--- config.mk ---
export PLATFORM = sky130hd
export DESIGN_NAME = cht_ram
export DESIGN_NICKNAME = d
export VERILOG_FILES = /design/src/hdl/chained_hash_table_unit_assert.svh /design/src/hdl/cht_ram.sv
export SDC_FILE = /design/constraint.sdc
export NUM_CORES = 1
export LEC_CHECK = 0
export BUFFER_PORTS_ARGS = -buffer_cell sky130_fd_sc_hd__buf_4
export CORE_ASPECT_RATIO = 1.2
export CORE_MARGIN = 10
export CORE_UTILIZATION = 45
export DETAILED_ROUTE_END_ITERATION = 12
export GPL_TIMING_DRIVEN = 0
export SETUP_SLACK_MARGIN = 0.5
export SLEW_MARGIN = 30
export SYNTH_ARGS = -nofsm -noshare
export SYNTH_HDL_FRONTEND = slang
export SYNTH_SLANG_ARGS = --single-unit
--- constraint.sdc ---
create_clock -name clk -period 4.4 [get_ports clk]
set_clock_uncertainty 0.05 [all_clocks]
set_input_delay 0 -clock clk [delete_from_list [all_inputs] [get_ports clk]]
set_output_delay 0 -clock clk [all_outputs]
set_load 0.02 [all_outputs]
--- src/hdl/chained_hash_table_unit_assert.svh ---
// Assertion macros for the chained hash table unit.
// Expects clk and arst_n in the including scope; no other dependencies.
`ifndef CHAINED_HASH_TABLE_UNIT_ASSERT_SVH
`define CHAINED_HASH_TABLE_UNIT_ASSERT_SVH
`ifndef SYNTHESIS
`define CHT_ASSERT_IMP(lbl, ante, cons) \
	lbl: assert property (@(posedge clk) disable iff (!arst_n) (ante) |-> (cons)) \
		else $error("assertion failed");
`define CHT_ASSERT_NXT(lbl, ante, cons) \
	lbl: assert property (@(posedge clk) disable iff (!arst_n) (ante) |=> (cons)) \
		else $error("assertion failed");
`else
`define CHT_ASSERT_IMP(lbl, ante, cons)
`define CHT_ASSERT_NXT(lbl, ante, cons)
`endif
`endif

--- src/hdl/cht_ram.sv ---
// Generic single write port RAM with one registered read port.
// No dependencies.
module cht_ram #(
	parameter int WIDTH = 8,
	parameter int DEPTH = 16,
	parameter int AW = $clog2(DEPTH)
) (
	input  logic             clk,
	input  logic             we,
	input  logic [AW-1:0]    waddr,
	input  logic [WIDTH-1:0] wdata,
	input  logic [AW-1:0]    raddr,
	output logic [WIDTH-1:0] rdata
);
	logic [WIDTH-1:0] mem_q [DEPTH];

	always_ff @(posedge clk) begin
		if (we)
			mem_q[waddr] <= wdata;
		rdata <= mem_q[raddr];
	end
endmodule

==> reports/results.tsv <==
stage	metric	value	unit
die	std cell rows	42	
cells_and_area	growth of design area from synthesis to finish	22.9	%
sta	Slew @ Worst Pin	0.836	ns
power	worst ir drop on vdd	0.000286	V
logic_synthesis	syn_area_per_cell	22.5	sq um
sta	Slew Viols, Final	0	
route	Antenna Violating Nets Remaining	0	
setup_path	Critical Path AT	1.84	ns
logic_synthesis	Distinct cells, synth	19	
status	status	completed	
die	Die Ht	137	um
sta	Max Freq	553	MHz
placement	placed instance count	407	
setup_path	WP data required	4.43	ns
flow_run	Maximum Capacitance Violations	0	
logic_synthesis	synthesized flop and latch total	136	
route	First-pass DRT Iterations	4	
global_route	met1 Use GR	16.2	%
sta	RSZ-0062 raised after global routing	false	
route	final wirelength	10100	um
route	Avg Vias per Cell	5.35	
placement	routability cong.	0.708	
die	width of the die	118	um
logic_synthesis	Seq/Total Area, Yosys	77.8	%
logic_synthesis	Netlist Area Pre-Place	5150	sq um
clock_tree	clk sinks	136	
global_route	GR Util met3	4.62	%
clock_tree	htree depth	4	
global_route	first-pass GRT wire length	15300	um
global_route	initial antenna violation count	0	
logic_synthesis	Mapped Cells	229	
clock_tree	clock-pin slew on the worst setup and hold paths	0.06	ns
clock_tree	Post-CTS Resized	0	
route	Vias	2406	
clock_tree	TritonCTS clock tree	yes	
sta	final period utilization	41.1	%
cells_and_area	non-filler cells, final	450	
power	Lkg Pwr	2.15	nW
logic_synthesis	Synth top area share	74.7	%
setup_path	Crit Path Class	in2reg	
logic_synthesis	Area contributors post-synth	edfxtp_1 (75%), mux4_2 (7.9%), mux4_1 (7.1%), dfxtp_1 (3.1%), a22oi_1 (2.3%)	
sta	worst rel slew slack	44.1	%
die	core area	11100	sq um
die	IO Count	26	
sta	final setup violation count	0	
sta	Hold Vio Cnt, Final	0	
clock_tree	root buffer cell	clkbuf_16	
route	Residual DRC	0	
global_route	grt peak-use layer	met2	
sta	minimum clock period	1.81	ns
global_route	vias in the first global route	2561	
clock_tree	total CTS buffers	17	
cells_and_area	# diodes	0	
global_route	met2 Usage GRT	21.7	%
placement	Post-DP HPWL	6510	um
cells_and_area	NumNets Final	301	
clock_tree	clk_lat worst skew	0.41	ns
die	Starting Density	46.4	%
cells_and_area	share of layout cells above drive strength 1	30.1	%
worst_hold_path	Hold WC Path Type	in2reg	
logic_synthesis	synthesized net count	247	
sta	Setup TNS	0	ns
placement	I/O Buffers	24	
logic_synthesis	leading area contributor after synthesis	edfxtp_1	
global_route	gr usage total	13.4	%
setup_path	worst-path maximum fanout	7	
setup_path	crit start category	primary input	
logic_synthesis	yosys warns	0	
global_route	gr ovfl total	0	
die	die footprint	16100	sq um
clock_tree	CTS max path bufs	2	
setup_path	crit end category	flop	
global_route	largest net degree at the start of global routing	17	
power	Power Density	495	nW/um^2
route	initial DRC count	181	
route	drt wl/cell	22.4	um
[per-stage QoR]
step | utilization, % | setup WS, ns | area [sq um] | hold slack [ns] | total power [W]
finish | 57.0 | 2.59 | 6320 | 0.0567 | 0.00313
global route | 57.0 | 2.54 | 6320 | 0.0640 | 0.00322
CTS | 57.0 | 2.59 | 6320 | 0.0320 | 0.00315
detailed placement | 50.0 | 2.63 | 5540 | 0.281 | 0.00164
global placement | 49.8 | 2.23 | 5520 | 0.269 | 0.00164
floorplan | - | 2.86 | 5150 | 0.0489 | 0.00157
[critical path: stages]
cell	delay, ns
dlygate4sd3_1	0.55
buf_4	0.18
nor3_2	0.30
dlygate4sd3_1	0.81
[path summary, 6_finish.rpt]
path,from,to,slack [ns],cells past startpoint
max reg2reg,mem_q[1][2],rdata[2],2.88,3
max,waddr[1],mem_q[12][7],2.59,4
min reg2reg,mem_q[14][2],rdata[2],0.62,3
min,raddr[1],rdata[0],0.06,4
[state kept, by name, summed over array words and instances (netlist names)]
name / count
mem_q: 128
rdata: 8
[repair_timing]
action	CTS	global route
setup buffers	0	0
setup endpoints to repair	0	0
hold buffers	11	0
endpoints found under the hold margin	157	0
[Yosys cell counts]
cell type        count
a22oi_1             16
mux4_1              14
buf_2                3
nand3_1              1
dfxtp_1              8
edfxtp_1           128
and2_1               1
and2b_1              1
nand3b_1             2
nor2b_1              1
buf_4                1
nor3_1               4
clkdlybuf4s25_2      3
buf_6                3
or3b_2               1
nand2_1              9
nor2_1              13
nand2b_1             2
mux4_2              18
[placed cells by master, fill, tap and decap left out, drive strengths merged]
master / netlist / final
edfxtp: 128 / 128
mux4: 32 / 32
clkinv: 0 / 4
nand2: 9 / 9
dfxtp: 8 / 8
nor2b: 1 / 1
nand3: 1 / 1
and2: 1 / 1
nand2b: 2 / 2
and2b: 1 / 1
buf: 7 / 31
nor3: 4 / 4
a22oi: 16 / 16
dlygate4sd3: 0 / 11
nor2: 13 / 13
clkdlybuf4s25: 3 / 3
nand3b: 2 / 2
clkbuf: 0 / 27
or3b: 1 / 1
inv: 0 / 1
[layout make-up]
cell class              instances  area [sq um]
fillers                       821          4760
multi-input cells              83          1080
clock inverters                 5          32.5
clock buffers                  27           642
well taps                     154           193
flip-flops and latches        136          4000
plain buffers                  10          86.3
repair buffers                 35           290
[logic make-up (layout without fill, tap and decap cells)]
logic type / Yosys count / after routing / synth area share (%)
flip-flops: 136 / 136 / 77.8
AND/OR/NAND/NOR: 35 / 35 / 3.18
multiplexers: 32 / 32 / 15.0
AO/OA/AOI/OAI: 16 / 16 / 2.33
buffers and inverters: 10 / 77 / 1.68
[where the power goes]
part	leakage (nW)	total [W]	switching [W]	internal (W)
registers	1.22	0.00146	0.00000654	0.00145
logic	0.588	0.000165	0.0000921	0.0000728
clock network	0.338	0.00151	0.000508	0.00100
[layer usage]
layer / wire, um / vias to the layer above / part of all wire (%)
met5: 0 / - / 0
met4: 135 / 0 / 1.3
met3: 669 / 12 / 6.6
met2: 5090 / 77 / 50
met1: 4210 / 1232 / 42
li1: - / 1085 / -
Power figures use the tool's default switching activity.
