[config.mk]
export PLATFORM = sky130hd
export DESIGN_NAME = cht_free
export DESIGN_NICKNAME = d
export VERILOG_FILES = /design/src/hdl/chained_hash_table_unit_assert.svh /design/src/hdl/cht_pkg.sv /design/src/hdl/cht_ram.sv /design/src/hdl/cht_free.sv
export SDC_FILE = /design/constraint.sdc
export NUM_CORES = 1
export LEC_CHECK = 0
export ABC_AREA = 0
export BUFFER_PORTS_ARGS = -buffer_cell sky130_fd_sc_hd__buf_2
export CORE_MARGIN = 2
export CORE_UTILIZATION = 60
export DETAILED_ROUTE_END_ITERATION = 8
export GPL_ROUTABILITY_DRIVEN = 0
export MAX_ROUTING_LAYER = met4
export PLACE_DENSITY = 0.76
export SETUP_SLACK_MARGIN = 0.3
export SLEW_MARGIN = 20
export SYNTH_ARGS = -nofsm -noshare
export SYNTH_HDL_FRONTEND = slang
export SYNTH_SLANG_ARGS = --single-unit
export TNS_END_PERCENT = 100
[constraint.sdc]
create_clock -name clk -period 3.8 [get_ports clk]
set_clock_uncertainty 0.2 [all_clocks]
set_input_delay 0.76 -clock clk [delete_from_list [all_inputs] [get_ports clk]]
set_output_delay 0.76 -clock clk [all_outputs]
set_load 0.02 [all_outputs]
[src/hdl/chained_hash_table_unit_assert.svh]
// Assertion macros for the chained hash table unit.
// Expects clk and arst_n in the including scope; no other dependencies.
`ifndef CHAINED_HASH_TABLE_UNIT_ASSERT_SVH
`define CHAINED_HASH_TABLE_UNIT_ASSERT_SVH
`ifndef SYNTHESIS
`define CHT_ASSERT_IMP(lbl, ante, cons) \
	lbl: assert property (@(posedge clk) disable iff (!arst_n) (ante) |-> (cons)) \
		else $error("assertion failed");
`define CHT_ASSERT_NXT(lbl, ante, cons) \
	lbl: assert property (@(posedge clk) disable iff (!arst_n) (ante) |=> (cons)) \
		else $error("assertion failed");
`else
`define CHT_ASSERT_IMP(lbl, ante, cons)
`define CHT_ASSERT_NXT(lbl, ante, cons)
`endif
`endif

[src/hdl/cht_pkg.sv]
// Shared constants, codes and types of the chained hash table unit.
// No dependencies.
package cht_pkg;
	localparam int BUCKETS = 16;
	localparam int ENTRIES = 64;
	localparam int BW = $clog2(BUCKETS);
	localparam int IW = $clog2(ENTRIES);
	localparam int NIW = IW + 1;
	localparam logic [NIW-1:0] NIL = NIW'(ENTRIES);

	localparam logic [1:0] CMD_INSERT = 2'd0;
	localparam logic [1:0] CMD_FIND   = 2'd1;
	localparam logic [1:0] CMD_REMOVE = 2'd2;

	localparam logic [2:0] ST_INSERTED  = 3'd0;
	localparam logic [2:0] ST_UPDATED   = 3'd1;
	localparam logic [2:0] ST_FOUND     = 3'd2;
	localparam logic [2:0] ST_NOT_FOUND = 3'd3;
	localparam logic [2:0] ST_REMOVED   = 3'd4;
	localparam logic [2:0] ST_FULL      = 3'd5;

	typedef struct packed {
		logic          push;
		logic          pop;
		logic [IW-1:0] push_idx;
	} free_ctl_t;
endpackage

[src/hdl/cht_ram.sv]
// Generic single write port RAM with one registered read port.
// No dependencies.
module cht_ram #(
	parameter int WIDTH = 8,
	parameter int DEPTH = 16,
	parameter int AW = $clog2(DEPTH)
) (
	input  logic             clk,
	input  logic             we,
	input  logic [AW-1:0]    waddr,
	input  logic [WIDTH-1:0] wdata,
	input  logic [AW-1:0]    raddr,
	output logic [WIDTH-1:0] rdata
);
	logic [WIDTH-1:0] mem_q [DEPTH];

	always_ff @(posedge clk) begin
		if (we)
			mem_q[waddr] <= wdata;
		rdata <= mem_q[raddr];
	end
endmodule

[src/hdl/cht_free.sv]
// Free node stack: stack RAM, per-entry written bits and the free count.
// Depends on cht_pkg and cht_ram.
module cht_free (
	input  logic                    clk,
	input  logic                    arst_n,
	input  cht_pkg::free_ctl_t      ctl,
	output logic [cht_pkg::NIW-1:0] count,
	output logic [cht_pkg::IW-1:0]  top
);
	logic [cht_pkg::NIW-1:0] fc_q;
	logic [cht_pkg::ENTRIES-1:0] vld_q;
	logic [cht_pkg::IW-1:0] raddr;
	logic [cht_pkg::IW-1:0] ridx_q;
	logic rvld_q;
	logic [cht_pkg::IW-1:0] rdata;

	assign raddr = cht_pkg::IW'(fc_q - cht_pkg::NIW'(1));

	cht_ram #(.WIDTH(cht_pkg::IW), .DEPTH(cht_pkg::ENTRIES)) u_stack (
		.clk  (clk),
		.we   (ctl.push),
		.waddr(fc_q[cht_pkg::IW-1:0]),
		.wdata(ctl.push_idx),
		.raddr(raddr),
		.rdata(rdata)
	);

	always_ff @(posedge clk or negedge arst_n) begin
		if (!arst_n) begin
			fc_q <= cht_pkg::NIL;
			vld_q <= '0;
		end else begin
			if (ctl.push) begin
				vld_q[fc_q[cht_pkg::IW-1:0]] <= 1'b1;
				fc_q <= fc_q + cht_pkg::NIW'(1);
			end else if (ctl.pop) begin
				fc_q <= fc_q - cht_pkg::NIW'(1);
			end
		end
	end

	always_ff @(posedge clk) begin
		ridx_q <= raddr;
		rvld_q <= vld_q[raddr];
	end

	assign count = fc_q;
	assign top = rvld_q ? rdata : ridx_q;
endmodule

==> results.md, run 1 <==
- CTS Buffer Depth: 3
- Setup Crit Path Kind: reg2reg
- Post-synthesis cell count: 1113
- GRT overflow: 0
- Number of post-CTS setup repair buffers: 0
- Synth warnings: 0
- Antenna Diode Count: 0
- Hold Path Class: in2async
- Slowest CP cell: mux4_2
- Cell mode on critical path: nor2_1
- Reg2reg path depth: 9
- Worst Max-Slew Pin Slew: 0.938 ns
- Area leader, netlist: edfxtp_1
- Layout cell share with drive strength beyond 1: 0.233
- Top cell type's share of synthesized area: 0.621
- Length of the first detailed-routing pass in iterations: 6
- Layout filler cell count: 1965
- Cell area power density: 860 mW/mm2
- Core box area: 0.0305 mm2
- Worst R2R End: rvld_q
- Final HPWL DP: 25.2 mm
- Area grow syn2layout: 10.7%
- Fin Setup TNS: 0 ns
- Cells along the critical path: inv_1 -> ha_4 -> buf_12 -> buf_4 -> mux4_2 -> nor2_1 -> nor2_1 -> o22ai_1 -> o41ai_1
- R2R setup slack: 0.47 ns
- Sequential share of the synthesized area: 0.730
- Reg clk slew, reported paths: 0.06 ns
- Post-synth EDFFs: 384
- Netlist cell types: 49
- Slew Limit Headroom: 0.370
- Syn_area_per_cell: 16.7 um2
- Routed len/inst: 25.7 um
- Antenna violations before repair: 0
- Via Count: 10071
- CP Launch Type: flop
- NumNets Final: 1164
- Worst Setup SP: count[0]
- Top_reg_cell synth: edfxtp_1
- 1st-iter DRT viols: 1264
- Synth area leaders: edfxtp_1 62%, mux4_2 10%, dfrtp_1 9.4%
- Yosys reg bits: 468
- Post-cts gate resize count: 0
- Die area: 0.0324 mm2
- Root Driver: clkbuf_16
- CTS sink cnt: 468
- Die height: 180 um
- Worst path arrival time: 3.55 ns
- Initial Util: 0.609
- Worst hold margin: 0.0128 ns
- CP Capture Type: flop
- RSZ-0062 raised after global routing: yes
- Antenna viol nets, final: 0
- Syn Nets: 1125
- Number of max-cap violations: 0
- Highest Clock Rate: 300 MHz
- Via-per-instance ratio: 6.35
- First-pass GRT wire length: 62.3 mm
- FFs w/ async S/R, synth: 0.152
- IO Port Bufs: 22
- Largest stage delay, worst path: 0.54 ns
- Setup Viol. Count Final: 0
- GRT Overall Usage: 0.264
- Synthesized area: 0.0186 mm2
- CTS H-tree lvls: 2
- WL final: 40.8 mm
- Reg2reg start: count[0]
- Hold_buf cts: 0
- Die width: 180 um
- Hold Vio Cnt, Final: 0
- Final min period: 3.33 ns
- Leak Pwr: 7.14 nW
- Slew Limit Fails: 0
- Largest net degree at the start of global routing: 65
- Most frequent cell after synthesis: edfxtp_1
- Tcrit/Tclk final: 0.877
- Critical Path End: rvld_q
- Number of CTS-inserted buffers: 45
- Number of global-route vias before repair: 10061
- Status: finished, final reports clean
- Row count: 64
- Drc violations: 0
- Clock Latency Late Sink: 0.54 ns
- CTS tree: done
- Maximum vdd drop: 0.000568 V
- Io pins: 23
- Post-synth top cells: 384 x edfxtp_1, 118 x nand2_1, 109 x nor2_1, 84 x mux4_2, 70 x dfrtp_1
- Crit path required time: 4.02 ns
- Critical Path Fanout Max: 52
critical path, delay by kind of cell, from the launching register on:
| kind | cells | cell delay, ns |
|---|---|---|
| AOI/OAI and AO/OA | 2 | 0.46 |
| buffers and inverters | 3 | 0.77 |
| DFF | 1 | 0.52 |
| and+or+nand+nor | 2 | 0.16 |
| muxes | 1 | 0.54 |
| adders and majority gates | 1 | 0.47 |
cells in the final DEF, fill, tap and decap left out, types with 7 or more instances in the layout:
master	Yosys	final
edfxtp_1	384	384
nand2_1	118	118
nor2_1	109	108
mux4_2	84	84
dfrtp_1	70	69
or2_2	64	64
clkbuf_16	0	47
nand3_1	38	38
mux2i_1	35	35
buf_4	4	28
a21oi_1	24	24
clkbuf_1	20	23
buf_2	23	18
a32oi_1	14	14
a31oi_1	14	14
dfxtp_1	13	13
o41ai_1	11	10
nor3_1	9	9
o22ai_1	8	8
mux2_2	7	7
cell type report:
type	instances	area, um2	share of cell area
clock buffers	71	1280	0.0621
clock inverters	13	119	0.00578
inverters	8	30.0	0.00146
multi-input cells	580	4720	0.229
flip-flops and latches	468	13600	0.660
well taps	396	495	0.0241
repair buffers	49	354	0.0172
through the flow:
stage / util / total power [mW] / setup WS, ns / std cells / area [um2]
global placement: 0.628 / 13.4 / 0.428 / 1501 / 19100
CTS: 0.673 / 17.7 / 0.379 / 1585 / 20500
detailed placement: 0.628 / 13.5 / 0.407 / 1501 / 19100
finish: 0.674 / 17.7 / 0.468 / 1585 / 20600
global route: 0.674 / 18.4 / 0.291 / 1585 / 20600
floorplan: - / 11.4 / 0.612 / 1113 / 18600
cells by family (layout without fill, tap and decap cells):
| kind of cell | after synthesis | in the layout | synth area share |
|---|---|---|---|
| muxes | 126 | 126 | 0.125 |
| adders and majority gates | 2 | 2 | 0.00135 |
| AOI/OAI and AO/OA | 84 | 84 | 0.0334 |
| DFF | 468 | 468 | 0.730 |
| and+or+nand+nor | 358 | 358 | 0.0873 |
| xor gates and xnor gates | 10 | 10 | 0.00512 |
| buffers and inverters | 65 | 141 | 0.0176 |
how the worst min path moves through the flow:
stage,from,slack [ns],end
after floorplan,vld_q[13],0.23,vld_q[13]
after global placement,vld_q[6],0.25,vld_q[6]
after detailed placement,vld_q[18],0.25,vld_q[18]
after CTS,arst_n,0.03,count[0]
after global routing,arst_n,0.05,vld_q[8]
final,arst_n,0.01,vld_q[8]
per-layer routing:
layer,global-route usage,up-vias,wire [um],part of all wire
li1,-,4334,-,-
met5,-,-,0,0
met4,0.0800,0,1230,0.030
met2,0.399,444,19700,0.48
met1,0.382,5201,17100,0.42
met3,0.0367,92,2820,0.069
where the power goes:
part           switching [mW]  internal, mW  leakage (nW)  total [mW]
registers               0.350          6.13          4.45        6.48
logic                    4.19          2.78          2.01        6.98
clock network            1.80          2.45         0.679        4.24
flip-flops by register name, indices dropped and copies added, names as in the netlist:
name and flops:
vld_q 64, count 7, u_stack.mem_q 384, rvld_q 1
u_stack.rdata 6, ridx_q 6
Power figures use the tool's default switching activity.
==> run 2: changes to the inputs <==
--- a/config.mk
+++ b/config.mk
@@ -5,7 +5,7 @@
 export SDC_FILE = /design/constraint.sdc
 export NUM_CORES = 1
 export LEC_CHECK = 0
-export ABC_AREA = 0
+export ABC_AREA = 1
 export BUFFER_PORTS_ARGS = -buffer_cell sky130_fd_sc_hd__buf_2
 export CORE_MARGIN = 2
 export CORE_UTILIZATION = 60
==> run 2 against run 1 <==
Net effect: cell count up 55%; routed wire length up 21%; clock power up 5.2%; synthesized cell count up 79%; highest routed layer unchanged; utilization down 0.99 points; global-route usage up 3.1 points; sequential share of layout area down 4.6 points; final area up 7.5%.
==> results.md, run 2 <==
- Hold Path Class: in2async
- Die height: 187 um
- Critical Path Fanout Max: 79
- Sequential share of the synthesized area: 0.674
- Die area: 0.0350 mm2
- Worst hold margin: 0.0185 ns
- GRT Overall Usage: 0.295
- GRT overflow: 0
- Clock Latency Late Sink: 0.56 ns
- Most frequent cell after synthesis: nand2_1
- Leak Pwr: 9.12 nW
- Drc violations: 0
- Initial Util: 0.605
- Status: finished, final reports clean
- Netlist cell types: 35
- Layout filler cell count: 2522
- Row count: 67
- Cell area power density: 836 mW/mm2
- Antenna Diode Count: 0
- Routed len/inst: 20.0 um
- Layout cell share with drive strength beyond 1: 0.0710
- Slew Limit Headroom: 0.347
- Area leader, netlist: edfxtp_1
- Commonest cells after routing, fill and taps aside: 584 x nand2_1, 384 x edfxtp_1, 319 x nand3_1
- Antenna viol nets, final: 0
- Synth area leaders: edfxtp_1 57%, nand2_1 11%, dfrtp_1 8.7%
- Length of the first detailed-routing pass in iterations: 6
- Top reg by flops: u_stack.mem_q
- Comb power frac: 0.432
- CTS H-tree lvls: 2
- Hold_buf cts: 0
- FFs w/ async S/R, synth: 0.152
- Number of max-cap violations: 0
- Number of post-CTS setup repair buffers: 0
- Root Driver: clkbuf_16
- Area grow syn2layout: 9.74%
- 1st-iter DRT viols: 1884
- Via-per-instance ratio: 5.78
- NumNets Final: 1988
- RSZ-0062 raised after global routing: no
- Largest net degree at the start of global routing: 122
- Int Pwr: 10.7 mW
- Syn Nets: 2002
- Post-synth top cells: 584 x nand2_1, 384 x edfxtp_1, 319 x nand3_1, 229 x inv_1, 130 x nor2_1
- Syn_area_per_cell: 10.1 um2
- Hold Vio Cnt, Final: 0
- Slew Limit Fails: 0
- Maximum vdd drop: 0.000934 V
- Setup Crit Path Kind: reg2reg
- CP Capture Type: flop
- Final HPWL DP: 29.7 mm
- Setup Viol. Count Final: 0
- Seq pwr share: 0.327
- Top_reg_cell synth: edfxtp_1
- Highest Clock Rate: 308 MHz
- Reg clk slew, reported paths: 0.06 ns
- First-pass GRT wire length: 77.3 mm
- Post-cts gate resize count: 0
- Fin Setup TNS: 0 ns
- Core box area: 0.0333 mm2
- Max reg flops: 384
- Via Count: 14217
- Io pins: 23
- Synth warnings: 0
- Net switching power: 7.79 mW
- IO Port Bufs: 22
- Antenna violations before repair: 0
- Worst Max-Slew Pin Slew: 0.979 ns
- Most common cell after layout, fill and taps aside: nand2_1
- Final Core Density: 0.664
- Synthesized area: 0.0201 mm2
- Clock Power Share: 0.241
- Yosys reg bits: 468
- Post-synthesis cell count: 1990
- Die width: 187 um
- CTS sink cnt: 468
- Number of global-route vias before repair: 13838
- Worst path arrival time: 3.48 ns
- WL final: 49.3 mm
- Number of CTS-inserted buffers: 47
- Post-synth EDFFs: 384
- CTS tree: done
- Sw Ratio: 0.422
- CTS Buffer Depth: 3
- CP Launch Type: flop
- Crit path required time: 4.03 ns
- Tcrit/Tclk final: 0.854
- Final min period: 3.24 ns
- Top cell type's share of synthesized area: 0.573
run 2: worst paths after layout:
path                            from  slack (ns)  cells after the start        end
setup / recovery            count[0]        0.56                      7   count[5]
hold / removal                arst_n        0.02                      1  vld_q[38]
setup reg to reg            count[0]        0.56                      7   count[5]
hold reg to reg            vld_q[24]        0.26                      2  vld_q[24]
max in group asynchronous     arst_n        2.54                      2  vld_q[40]
min in group clk           vld_q[24]        0.26                      2  vld_q[24]
run 2: power by group through the flow:
stage	combinational (mW)	clock [mW]	sequential (mW)
after detailed placement	7.80	0	6.13
after global routing	8.65	4.69	6.07
after global placement	7.71	0	6.12
final	7.98	4.46	6.04
after CTS	7.86	4.48	6.04
after floorplan	5.44	0	6.08
run 2: area by class of cell:
class,count,area [um2],area share
clock buffer,62,1280,0.0581
sequential,468,13600,0.614
inverter,237,898,0.0406
clock inverter,24,194,0.00877
multi-input combinational,1171,5160,0.233
timing repair buffer,51,435,0.0197
tap,448,561,0.0254
run 2: kinds of logic after synthesis:
kind of cell	count (synthesis)	share of synthesized area
AO/OA/AOI/OAI	108	0.0278
multiplexers	6	0.00335
adder cells (fa/ha/maj)	2	0.00124
AND/OR/NAND/NOR	1049	0.218
XOR/XNOR	6	0.00298
buffers and inverters	351	0.0731
flip-flops	468	0.674
run 2: through the flow:
step | setup slack, ns | instance area, um2 | total power, mW | std cells
2_1_floorplan | 1.28 | 20100 | 11.5 | 1990
3_3_place_gp | 0.667 | 20600 | 13.8 | 2375
3_5_place_dp | 0.591 | 20600 | 13.9 | 2375
4_1_cts | 0.529 | 22100 | 18.4 | 2461
5_1_grt | 0.348 | 22100 | 19.4 | 2461
6_report | 0.555 | 22100 | 18.5 | 2461
run 2: worst max-delay path, cell delays in order, from the launching register on:
cell and delay [ns]:
dfrtp_4 0.52, inv_6 0.45, buf_4 0.62, nor2_1 0.20, nand2_1 0.49, nor2_1 0.28
o21ai_0 0.23, o21ai_0 0.11
run 2: layer usage:
| layer | global-route usage | up-vias | wire length (um) |
|---|---|---|---|
| li1 | - | 6496 | - |
| met3 | 0.0518 | 136 | 4650 |
| met4 | 0.101 | 0 | 1650 |
| met2 | 0.468 | 766 | 23800 |
| met5 | - | - | 0 |
| met1 | 0.390 | 6819 | 19200 |
==> run 3: changes to the inputs <==
--- a/config.mk
+++ b/config.mk
@@ -7,12 +7,14 @@
 export LEC_CHECK = 0
 export ABC_AREA = 1
 export BUFFER_PORTS_ARGS = -buffer_cell sky130_fd_sc_hd__buf_2
+export CELL_PAD_IN_SITES_DETAIL_PLACEMENT = 0
+export CELL_PAD_IN_SITES_GLOBAL_PLACEMENT = 2
 export CORE_MARGIN = 2
-export CORE_UTILIZATION = 60
+export CORE_UTILIZATION = 42
 export DETAILED_ROUTE_END_ITERATION = 8
 export GPL_ROUTABILITY_DRIVEN = 0
 export MAX_ROUTING_LAYER = met4
-export PLACE_DENSITY = 0.76
+export PLACE_DENSITY_LB_ADDON = 0.1
 export SETUP_SLACK_MARGIN = 0.3
 export SLEW_MARGIN = 20
 export SYNTH_ARGS = -nofsm -noshare
==> run 3 against run 2 <==
Net effect: maximum frequency is 1.9% higher; hold slack better by 0.12 ns; final area up 1.8%; utilization fell by 19 points; critical path depth is 3 lower; register-to-register slack improved by 0.06 ns; count of clock-buffer cells in the layout up 2; sequential power is 0.8% higher; worst setup slack better by 0.062 ns; sequential share of layout area down 1.1 points; global-route usage shrank 5.2 points; die area rose by 42%; critical endpoint is now u_stack.mem_q[20][3].
==> results.md, run 3 (synthesized netlist as in run 2, its figures left out) <==
- Cell area power density: 850 mW/mm2
- Via Count: 13745
- Most common cell after layout, fill and taps aside: nand2_1
- GRT Overall Usage: 0.243
- CTS Buffer Depth: 3
- Hold_buf cts: 0
- Io pins: 23
- Cells along the critical path: inv_4 -> nor3_1 -> nand2_1 -> nor2_1
- WL final: 58.2 mm
- Worst Max-Slew Pin Slew: 1.02 ns
- Sw Ratio: 0.429
- Length of the first detailed-routing pass in iterations: 5
- Critical Path Fanout Max: 14
- 1st-iter DRT viols: 1148
- Placed insts: 2547
- CP Capture Type: flop
- Row count: 80
- Final Core Density: 0.473
- Top reg by flops: u_stack.mem_q
- Antenna viol nets, final: 0
- Core box area: 0.0475 mm2
- First-pass GRT wire length: 86.5 mm
- Net switching power: 8.22 mW
- Total power: 19.1 mW
- Slew Limit Fails: 0
- CP Launch Type: flop
- Int Pwr: 10.9 mW
- Post-cts gate resize count: 0
- Slowest CP cell: nor2_1
- Initial Util: 0.424
- Layout cell share with drive strength beyond 1: 0.0755
- Number of CTS-inserted buffers: 51
- IO Port Bufs: 22
- GRT overflow: 0
- Crit path required time: 3.84 ns
- Clock Latency Late Sink: 0.61 ns
- Slew Limit Headroom: 0.318
- Final HPWL DP: 33.8 mm
- Largest net degree at the start of global routing: 122
- Drc violations: 0
- Worst path arrival time: 3.22 ns
- Commonest cells after routing, fill and taps aside: 584 x nand2_1, 384 x edfxtp_1, 319 x nand3_1
- Final cell count without fillers: 2643
- Die area: 0.0497 mm2
- Die width: 223 um
- Final min period: 3.18 ns
- Number of max-cap violations: 0
- Setup Crit Path Kind: reg2reg
- Tcrit/Tclk final: 0.838
- Layout filler cell count: 4455
- Highest Clock Rate: 314 MHz
- CTS H-tree lvls: 2
- Maximum vdd drop: 0.000739 V
- Clock Power Share: 0.253
- Fin Setup TNS: 0 ns
- NumNets Final: 1997
- Leak Pwr: 9.22 nW
- Die height: 223 um
- Max reg flops: 384
- Comb power frac: 0.429
- Number of global-route vias before repair: 13377
- Antenna violations before repair: 1
- CTS tree: done
- Area grow syn2layout: 11.7%
- Root Driver: clkbuf_16
- Via-per-instance ratio: 5.20
- Hold Path Class: in2async
- Largest stage delay, worst path: 0.85 ns
- Hold Vio Cnt, Final: 0
- Reg clk slew, reported paths: 0.06 ns
- Seq pwr share: 0.318
- RSZ-0062 raised after global routing: no
- Number of post-CTS setup repair buffers: 0
- CTS sink cnt: 468
- Status: finished, final reports clean
- Routed len/inst: 22.0 um
- Setup Viol. Count Final: 0
==> run 3: power groups by stage <==
stage	sequential [mW]	combinational, mW	clock [mW]
floorplan	6.08	5.44	0
global placement	6.18	8.33	0
detailed placement	6.19	8.31	0
CTS	6.08	8.34	4.93
global route	6.11	9.01	5.12
finish	6.09	8.21	4.84
==> run 3: through the flow <==
stage	setup slack (ns)	hold slack, ns	area [um2]
floorplan	1.28	0.227	20100
global placement	0.619	0.237	20900
detailed placement	0.621	0.246	20900
CTS	0.599	0.156	22500
global route	0.473	0.183	22500
finish	0.617	0.134	22500
==> run 3: cell type report <==
class                           count  area [um2]  share of cell area
Antenna cell                        1        2.50            0.000111
Inverter                          237         898              0.0399
Clock inverter                     31         234              0.0104
Sequential cell                   468       13600               0.603
Clock buffer                       64        1390              0.0616
Timing Repair Buffer               56         497              0.0221
Tap cell                          615         769              0.0342
Multi-Input combinational cell   1171        5140               0.229
==> run 3: critical path: cells and delay by family, from the launching register on <==
family	cells	cell delay, ns
buffers and inverters	1	0.13
flip-flops	1	0.74
AND/OR/NAND/NOR	3	1.75
==> run 3: final timing paths <==
kind	cells past startpoint	slack, ns	start	to
setup / recovery	4	0.62	count[2]	u_stack.mem_q[20][3]
max in group asynchronous	1	2.50	arst_n	count[0]
min in group clk	2	0.26	vld_q[10]	vld_q[10]
hold / removal	1	0.13	arst_n	vld_q[33]
hold reg to reg	2	0.26	vld_q[10]	vld_q[10]
setup reg to reg	4	0.62	count[2]	u_stack.mem_q[20][3]
==> run 3: routing by layer <==
| metal | vias up | global-route usage | share of wire |
|---|---|---|---|
| li1 | 6537 | - | - |
| met1 | 6785 | 0.331 | 0.46 |
| met2 | 326 | 0.381 | 0.47 |
| met3 | 97 | 0.0390 | 0.050 |
| met4 | 0 | 0.0611 | 0.023 |
| met5 | - | - | 0 |
